### src/rtl/core/rsfh_pkg.sv
// Shared widths, payload types and divider control for the ray/segment first-hit block.
`default_nettype none

package rsfh_pkg;

   // Field widths: coordinates Q16.16, directions Q1.14
   localparam int COORD_WIDTH = 32;
   localparam int DIR_WIDTH   = 16;

   // Shared multiplier operands hold any difference of two coordinates
   localparam int MUL_WIDTH  = ((COORD_WIDTH > DIR_WIDTH) ? COORD_WIDTH : DIR_WIDTH) + 1;
   localparam int PROD_WIDTH = 2 * MUL_WIDTH;
   localparam int ACC_WIDTH  = PROD_WIDTH + 1;

   // Result formats
   localparam int DIST_BITS  = 31;
   localparam int DIST_SHIFT = DIR_WIDTH - 2;
   localparam int POS_FRAC   = 16;
   localparam int POS_BITS   = POS_FRAC + 1;

   // Divider: one quotient bit per cycle, top bit of a distance quotient flags saturation
   localparam int QUOT_WIDTH = DIST_BITS + 1;
   localparam int WIDE_WIDTH = ACC_WIDTH + QUOT_WIDTH;
   localparam int CNT_WIDTH  = $clog2(QUOT_WIDTH);

   typedef struct packed {
      logic signed [COORD_WIDTH-1:0] ray_origin_x;
      logic signed [COORD_WIDTH-1:0] ray_origin_y;
      logic signed [DIR_WIDTH-1:0]   ray_dir_x;
      logic signed [DIR_WIDTH-1:0]   ray_dir_y;
      logic signed [COORD_WIDTH-1:0] seg_start_x;
      logic signed [COORD_WIDTH-1:0] seg_start_y;
      logic signed [COORD_WIDTH-1:0] seg_end_x;
      logic signed [COORD_WIDTH-1:0] seg_end_y;
      logic signed [DIR_WIDTH-1:0]   normal_x;
      logic signed [DIR_WIDTH-1:0]   normal_y;
      logic [1:0]                    face_tag;
      logic                          last_segment;
   } req_type;

   typedef struct packed {
      logic                 hit;
      logic [DIST_BITS-1:0] distance;
      logic [POS_BITS-1:0]  wall_position;
      logic [1:0]           hit_face;
   } rsp_type;

   typedef struct packed {
      logic                 start;
      logic [CNT_WIDTH-1:0] last_bit;
   } div_ctl_type;

endpackage

`default_nettype wire

### src/rtl/core/rsfh_div.sv
// Restoring divider producing one quotient bit per cycle from a pre-shifted divisor.
`default_nettype none

module rsfh_div (
   input  wire                                  clock,
   input  wire                                  reset,
   input  rsfh_pkg::div_ctl_type                ctl,
   input  wire [rsfh_pkg::WIDE_WIDTH-1:0]       dividend,
   input  wire [rsfh_pkg::WIDE_WIDTH-1:0]       divisor,
   output logic                                 done,
   output logic [rsfh_pkg::QUOT_WIDTH-1:0]      quot
);

   logic                               busy_ff, busy_in;
   logic                               done_ff, done_in;
   logic [rsfh_pkg::CNT_WIDTH-1:0]     cnt_ff, cnt_in;
   logic [rsfh_pkg::WIDE_WIDTH-1:0]    rem_ff, rem_in;
   logic [rsfh_pkg::WIDE_WIDTH-1:0]    dsh_ff, dsh_in;
   logic [rsfh_pkg::QUOT_WIDTH-1:0]    q_ff, q_in;
   logic                               ge;

   // Compare, subtract and shift the divisor down one place per cycle
   always_comb begin
      ge      = (rem_ff >= dsh_ff);
      busy_in = busy_ff;
      done_in = 1'b0;
      cnt_in  = cnt_ff;
      rem_in  = rem_ff;
      dsh_in  = dsh_ff;
      q_in    = q_ff;
      if (ctl.start) begin
         busy_in = 1'b1;
         cnt_in  = ctl.last_bit;
         rem_in  = dividend;
         dsh_in  = divisor;
         q_in    = '0;
      end else if (busy_ff) begin
         rem_in = ge ? (rem_ff - dsh_ff) : rem_ff;
         dsh_in = dsh_ff >> 1;
         q_in   = {q_ff[rsfh_pkg::QUOT_WIDTH-2:0], ge};
         cnt_in = cnt_ff - 1'b1;
         if (cnt_ff == '0) begin
            busy_in = 1'b0;
            done_in = 1'b1;
         end
      end
   end

   always_ff @(posedge clock) begin
      if (reset) begin
         busy_ff <= 1'b0;
         done_ff <= 1'b0;
      end else begin
         busy_ff <= busy_in;
         done_ff <= done_in;
      end
      cnt_ff <= cnt_in;
      rem_ff <= rem_in;
      dsh_ff <= dsh_in;
      q_ff   <= q_in;
   end

   assign done = done_ff;
   assign quot = q_ff;

endmodule

`default_nettype wire

### config.mk
export PLATFORM = sky130hd
export DESIGN_NAME = rsfh_div
export DESIGN_NICKNAME = d
export VERILOG_FILES = /design/src/rtl/core/rsfh_pkg.sv /design/src/rtl/core/rsfh_div.sv
export SDC_FILE = /design/constraint.sdc
export NUM_CORES = 1
export LEC_CHECK = 0
export ABC_AREA = 1
export BUFFER_PORTS_ARGS = -buffer_cell sky130_fd_sc_hd__buf_4
export CORE_UTILIZATION = 51
export CTS_BUF_LIST = sky130_fd_sc_hd__clkbuf_8
export DETAILED_ROUTE_END_ITERATION = 12
export GPL_TIMING_DRIVEN = 0
export PLACE_DENSITY = 0.71
export SYNTH_ARGS = -nofsm -noshare
export SYNTH_HDL_FRONTEND = slang
export SYNTH_SLANG_ARGS = --single-unit
### constraint.sdc
create_clock -name clock -period 10.5 [get_ports clock]
set_clock_uncertainty 0.2 [all_clocks]
set_input_delay 0.525 -clock clock [delete_from_list [all_inputs] [get_ports clock]]
set_output_delay 0.525 -clock clock [all_outputs]
set_load 0.02 [all_outputs]
* Word level (Yosys, flattened, before mapping)
Index checks and enable logic that the tools add are counted.
Word-level totals: register bits after elaboration 237, output and inout bits 33, bits of input ports 206, logic and storage cells 26
Operators by class: $lt $le $gt $ge 1, $add $sub $neg 2, reductions and logical operators 5, bitwise gates (word level) 1, muxes and demuxes 11
Operators with widths (number):
- 99-bit 2-to-1 mux | 5
- 99-bit >= comparator | 1
- 99-bit subtractor | 1
- 5-bit 2-to-1 mux | 2
- 5-bit zero test | 1
- 5-bit by 1-bit subtractor with 5-bit output, second input constant | 1
- 1-bit 2-to-1 mux | 4
- 2-bit nonzero test | 2
- 3-bit OR reduction | 1
- 2-bit AND reduction | 1
- 1-bit NOT | 1

* Logic depth before layout (Yosys ltp)
Gate-level depths: netlist of the first run.
word-level depth 4, depth in mapped cells 17, mapped depth without buffers 17

* Worst setup path before layout of the first run
OpenSTA, ideal clock, no wires.
path type input-to-reg, start in ctl[5] in the netlist's numbering, end reg cnt_ff[0] in the netlist's numbering (enable), data required time 9.790 ns, path buffers 3, arrival 4.048 ns, path slack 5.743 ns, stages 5, library setup time 0.510 ns, cell sequence buf_2 > buf_2 > nor2_1 > inv_1 > clkbuf_1
Between the ends: cells in the longest elaborated chain, start to end 1
Ends and longest elaborated chain:
- from (decl) | line rsfh_div.sv:7 | input rsfh_pkg::div_ctl_type ctl,
- 2-bit nonzero test (no source line)
- to (signal assigned) | line rsfh_div.sv:57 | cnt_ff <= cnt_in;
- to (decl) | line rsfh_div.sv:16 | logic [rsfh_pkg::CNT_WIDTH-1:0] cnt_ff, cnt_in;
No other way between the ends. A chain may end at the register's enable or synchronous reset.

* Worst setup path in the final report of the first run
start reg rem_ff[67] in the netlist's numbering, end reg rem_ff[47] in the netlist's numbering (enable)
Between the ends: cells in the longest elaborated chain, start to end 3
Ends and longest elaborated chain:
- from (decl) | line rsfh_div.sv:17 | logic [rsfh_pkg::WIDE_WIDTH-1:0] rem_ff, rem_in;
- from (signal assigned) | line rsfh_div.sv:58 | rem_ff <= rem_in;
- 99-bit >= comparator | line rsfh_div.sv:24 | ge = (rem_ff >= dsh_ff);
- 2-bit nonzero test (no source line)
- 2-bit AND reduction (no source line)
No other way between the ends.

==> results of run 1 <==
## cells in the final DEF, fill, tap and decap left out, types with 9 or more instances in the layout
cell           count
a21oi_1           93
buf_4            237
clkbuf_1          38
clkbuf_8          42
clkinv_1           9
dfxtp_1           34
dlygate4sd3_1    131
edfxtp_1         203
ha_1             101
inv_1            649
inv_2             17
nand2_1         1219
nand2_2           28
nand3_1          157
nand4_1           21
nor2_1           187
nor2_2            27
nor3_1            11
nor3_2             9
o21ai_0          147
o21ai_1           14
o21bai_1          15
o22ai_1           29
or2_2             20
xnor2_1           32
xor2_1            10
## timing repair
item	CTS	global route
hold endpoints to repair	132	0
gates resized for setup	0	0
hold buffers	131	0
## power groups by stage
stage / clock (mW) / sequential, mW / combinational [mW]
2_1_floorplan: 0 / 1.28 / 1.57
3_3_place_gp: 0 / 1.29 / 2.28
3_5_place_dp: 0 / 1.29 / 2.34
4_1_cts: 0.822 / 1.27 / 2.40
5_1_grt: 0.869 / 1.29 / 2.71
6_report: 0.849 / 1.28 / 2.52
## tightest hold or removal path: stages
cell,delay (ns)
buf_4,0.08
nand2_1,0.05
o21ai_0,0.07
## logic make-up after synthesis
logic type / count (synthesis)
AOI/OAI and AO/OA: 304
xor gates and xnor gates: 42
adders and majority gates: 102
buffers and inverters: 708
DFF: 237
and+or+nand+nor: 1712
## Yosys cell counts, types with 10 or more instances
master    count
or2_2        20
o22ai_1      29
nor3_1       11
o21ai_1      14
o21bai_1     15
nor2_1      187
inv_2        17
nand2_2      28
dfxtp_1      34
nand4_1      21
xor2_1       10
clkbuf_1     40
o21ai_0     147
nand3_1     157
nor2_2       27
a21oi_1      93
nand2_1    1220
ha_1        101
xnor2_1      32
edfxtp_1    203
inv_1       637
## layout make-up
class / instances / share of cell area, %
diodes: 2 / 0.0205
plain buffers: 51 / 0.832
clock buffers: 42 / 2.37
clock inverters: 30 / 0.704
inverters: 657 / 10.1
multi-input cells: 2160 / 42.6
flip-flops and latches: 237 / 27.8
well taps: 511 / 2.62
repair buffers: 370 / 12.9
## state kept, by name, summed over array words and instances, names as in the netlist
name     cells
dsh_ff      99
rem_ff      99
quot        32
cnt_ff       5
busy_ff      1
done         1
## layer usage
| layer | wire length, microns | share of wire [%] | GRT usage [%] |
|---|---|---|---|
| met5 | 24 | 0.028 | 0 |
| met4 | 5990 | 6.9 | 27.3 |
| met3 | 9170 | 11 | 9.18 |
| met2 | 37500 | 43 | 68.6 |
| met1 | 33800 | 39 | 53.7 |
## worst max-delay path by stage
stage               slack (ns)        from  cells past startpoint          to
finish                    6.31  rem_ff[67]                     14  rem_ff[47]
global route              6.11  dsh_ff[67]                     15  rem_ff[44]
CTS                       6.48  rem_ff[75]                     14  rem_ff[47]
global placement          3.84      ctl[5]                      5  dsh_ff[53]
floorplan                 5.74      ctl[5]                      5   cnt_ff[0]
detailed placement        6.51  rem_ff[75]                     14  rem_ff[47]
==> flow_metrics.tcl, run 1 <==
set metrics [dict create \
    ys_top_cells_by_area "edfxtp_1 (31%), nand2_1 (23%), inv_1 (12%), ha_1 (6.4%), nand3_1 (4.0%)" \
    syn_area_sq_um 19800 \
    worstReg2RegEnd "rem_ff[47]" \
    routedWlPerCell_microns 21.3 \
    r2r-start "rem_ff[67]" \
    status "complete, but fails checks" \
    timing.reg2reg.setup_slack_ns 6.31 \
    yosysSeqAreaShare_pct 34.2 \
    cp_top_family "simple AND/OR/NAND/NOR gates" \
    p_leak_nw 12.9 \
    final-setup-viol-count 0 \
    die-area_sq_um 39600 \
    pwr_density_cell_nw_per_um2 191 \
    path_cells "ha_1, nand2_1, nor2_1, nand2_1, nor2_1, nand2_1, inv_1, nand4_1, nand3_1, nor2_1, nand3_1, nand2_1, nand2_4, buf_16" \
    hold_end "rem_ff[29]" \
    grt_start_max_net_pins 63 \
    synthAdderAreaFrac_pct 6.48 \
    ys_seq_elements 237 \
    cts_tree "yes" \
    initial_core_util_pct 52.2 \
    register_area_sq_um 6780 \
    dp_hpwl_mm 64.9 \
    routed_wl_mm 86.5 \
    drtIter0Drc 2570 \
    switching_share_pct 48.2 \
    finalPower_mw 4.65 \
    portBuffers 237 \
    pwr-share-clk_pct 18.3 \
    die_x_microns 199 \
    final_cells 4060 \
    antenna_found_initial 4 \
    async_flop_share_pct 0 \
    yosysTopAreaCellShare_pct 30.8 \
    peakVddDrop_mv 0.163 \
    fin_crit_ns 4.19 \
    drv_cap 1 \
    stdcell_area_sq_um 24400 \
    avgSynthCellArea_sq_um 6.38 \
    crit_fanout 50 \
    place_area_sq_um 22300 \
    grt_pass1_vias 21921 \
    ys.warnings.count 0 \
    cp-start-kind "register" \
    hp-class "in -> reg" \
    hold_depth 3 \
    internal_power_mw 2.41 \
    cts-buffers-inserted 41 \
    violations "capacitance limit, slew limit" \
    syn2layout_area_growth_pct 23.0 \
    cts_root_buf "clkbuf_8" \
    fmax_mhz 238 \
    cp_data_required_time_ns 10.59 \
    coreArea_sq_um 37900 \
    clk_pin_slew_worst_paths_ns 0.06 \
    drtAntennaViolNets 0 \
    synth_compound_area_share_pct 8.14 \
    worstHoldStart "dividend[29]" \
    worstPathArrival_ns 4.28 \
    die_height_microns 199 \
    synth_nets 3413 \
    drive_gt1_share_pct 11.8 \
    synth_top_family_by_area "simple AND/OR/NAND/NOR gates" \
    clk_path_buf_depth 3 \
    cts.sinks 237 \
    finalHoldViolCount 0 \
    nets 3826 \
    synth_edf_count 203 \
    seqPwrFrac_pct 27.6 \
    slowest_delay_ns 0.56 \
    htreeDepth 2 \
    synth-xor-area-share_pct 1.86 \
    rows 71 \
    synthMuxAreaShare_pct 0 \
    postSynthCellCount 3105 \
    cp-end-kind "register" \
    worst_pin_slew_ns 1.52 \
    cpMostUsedCell "nand2_1" \
    post-place-cells 3855 \
    vias 22605 \
    path_class "reg -> reg" \
    max-slew-margin-rel_pct -1.39 \
    multi_input_area_sq_um 10400 \
    postCtsSetupBuffers 0 \
    track_usage_pct 43.3 \
    yosysTopAreaCell "edfxtp_1" \
    path_buf_inv 2 \
    pwr-share-comb_pct 54.1 \
    synthSimpleGateAreaFrac_pct 35.9 \
    setup_tns_ns 0 \
    p_switching_mw 2.24 \
    timing_max_transition_violations_final 11 \
    overflow 0 \
    gp_congestion 1.01 \
    ios 239 \
    grt_pass1_wl_mm 127 \
    clkLatencyLatePin_ns 0.64 \
    dp_slack_ns 6.51 \
    yosysUniqueCellTypes 35 \
    routed_via_density 5.57 \
    holdWs_ns 0.00998 \
    reg2reg_depth 14 \
    num-fill-cells 3068 \
    rsz0062_at_grt "false" \
    finalWorstSetupSlack_ns 6.31 \
    drt_first_pass_iters 9 \
    crit_slowest_cell "nand2_4" \
    post-route-period-util_pct 39.9 \
    synthFlopType "edfxtp_1" \
    drc 0 \
    fin_util_pct 64.2 \
]
Power figures use the tool's default switching activity.
==> inputs of run 2 (changes only) <==
- clock period: 10.5 -> 4 ns (I/O delays scaled with it)
==> run 2 against run 1 <==
The flow finishes with violations (capacitance limit). Wire length increased by 1.3%. Largest cell class unchanged. Total power grew to 2.7 times the previous value. Flip-flop and latch count stayed put. Utilization grew 2.1 points. Critical endpoint is now rem_ff[50]. Design area increased by 3.2%.
==> flow_metrics.tcl, run 2 (synthesis results as in run 1) <==
set metrics [dict create \
    path_class "reg -> reg" \
    cts_root_buf "clkbuf_8" \
    postCtsSetupBuffers 0 \
    gp_congestion 1.02 \
    coreArea_sq_um 37900 \
    ios 239 \
    timing_max_transition_violations_final 0 \
    finalPower_mw 12.3 \
    initial_core_util_pct 52.2 \
    drv_cap 1 \
    overflow 0 \
    pwr_density_cell_nw_per_um2 491 \
    drtIter0Drc 2527 \
    num-fill-cells 2988 \
    worstPathArrival_ns 3.87 \
    cp-start-kind "register" \
    htreeDepth 2 \
    post-route-period-util_pct 94.9 \
    routed_wl_mm 87.7 \
    rows 71 \
    antenna_found_initial 1 \
    status "complete, but fails checks" \
    cp-end-kind "register" \
    clkLatencyLatePin_ns 0.63 \
    cts_tree "yes" \
    nets 3899 \
    finalHoldViolCount 0 \
    fin_crit_ns 3.80 \
    grt_pass1_wl_mm 127 \
    max-slew-margin-rel_pct 0.407 \
    clk_path_buf_depth 3 \
    p_leak_nw 13.2 \
    routed_via_density 5.53 \
    peakVddDrop_mv 0.435 \
    portBuffers 237 \
    fin_util_pct 66.3 \
    dp_hpwl_mm 62.4 \
    final-setup-viol-count 0 \
    layout_common_cells "nand2_1 (1218), inv_1 (655), buf_4 (237)" \
    clk_pin_slew_worst_paths_ns 0.07 \
    vias 22851 \
    drt_first_pass_iters 8 \
    routedWlPerCell_microns 21.2 \
    cp_data_required_time_ns 4.07 \
    die-area_sq_um 39600 \
    crit_fanout 53 \
    track_usage_pct 43.4 \
    grt_start_max_net_pins 114 \
    rsz0062_at_grt "false" \
    drive_gt1_share_pct 11.5 \
    die_x_microns 199 \
    syn2layout_area_growth_pct 26.9 \
    drtAntennaViolNets 0 \
    cts-buffers-inserted 40 \
    setup_tns_ns 0 \
    final_common_cell "nand2_1" \
    finalWorstSetupSlack_ns 0.203 \
    drc 0 \
    die_height_microns 199 \
    grt_pass1_vias 21996 \
    worst_pin_slew_ns 1.49 \
    cts.sinks 237 \
    violations "capacitance limit" \
    hp-class "in -> reg" \
    fmax_mhz 263 \
    dp_slack_ns 0.106 \
]
==> run 2: cell count changes in the layout (fill, tap and decap cells not counted), moves of 2 or more <==
cell	previous run	this run
nand2_4	1	3
clkinv_1	9	7
dlygate4sd3_1	131	204
inv_1	649	655
clkinv_2	8	1
clkbuf_8	42	46
==> run 2: through the flow <==
step	instance area, sq um	hold WS, ns	std cells
after floorplan	19800	0.0786	3105
after global placement	22200	0.177	3853
after detailed placement	22300	0.182	3854
after CTS	25100	0.0913	4130
after global routing	25100	0.106	4132
final	25100	0.115	4135
==> run 2: worst paths after layout <==
kind | from | endpoint | slack [ns] | cells after the start
max | rem_ff[66] | rem_ff[50] | 0.20 | 14
min | reset | done | 0.11 | 3
max reg2reg | rem_ff[66] | rem_ff[50] | 0.20 | 14
min reg2reg | quot[31] | quot[31] | 0.28 | 2
==> run 2: report_power, final <==
part / total, mW / internal (mW) / switching [mW]
clock network: 2.26 / 1.11 / 1.16
logic: 6.72 / 2.10 / 4.62
registers: 3.36 / 3.21 / 0.151
total: 12.3 / 6.41 / 5.92
==> run 2: repair_timing <==
action,in CTS,in global routing
endpoints found under the hold margin,205,0
resized for setup,0,4
hold buffers,204,0
endpoints found under the setup margin,0,55
==> run 2: area by class of cell <==
| type | instances | area, sq um | area share [%] |
|---|---|---|---|
| multi-input cells | 2162 | 10400 | 41.4 |
| plain buffers | 51 | 209 | 0.831 |
| diodes | 3 | 7.51 | 0.0299 |
| clock inverters | 27 | 156 | 0.622 |
| inverters | 657 | 2470 | 9.81 |
| well taps | 511 | 639 | 2.54 |
| repair buffers | 442 | 3850 | 15.3 |
| clock buffers | 45 | 619 | 2.46 |
| flip-flops and latches | 237 | 6780 | 27.0 |
==> run 2: critical path: stages, from the launching register on <==
cell and delay, ns:
edfxtp_1 0.40, ha_1 0.38, nand2_1 0.12, nor2_1 0.29, nand2_1 0.21, nor2_1 0.23, nand2_1 0.16, inv_1 0.10
nand4_1 0.15, nand3_1 0.12, nor2_1 0.05, nand3_1 0.24, nand2_4 0.20, nand2_8 0.22, buf_16 0.27
==> run 2: per-layer routing <==
layer  routed length, microns  vias to the layer above  track usage [%]
met1                    34500                    10444             53.6
met4                     5280                        0             23.7
met3                     8760                      317             9.42
li1                         -                    10557                -
met2                    39100                     1533             70.4
met5                        0                        -                0
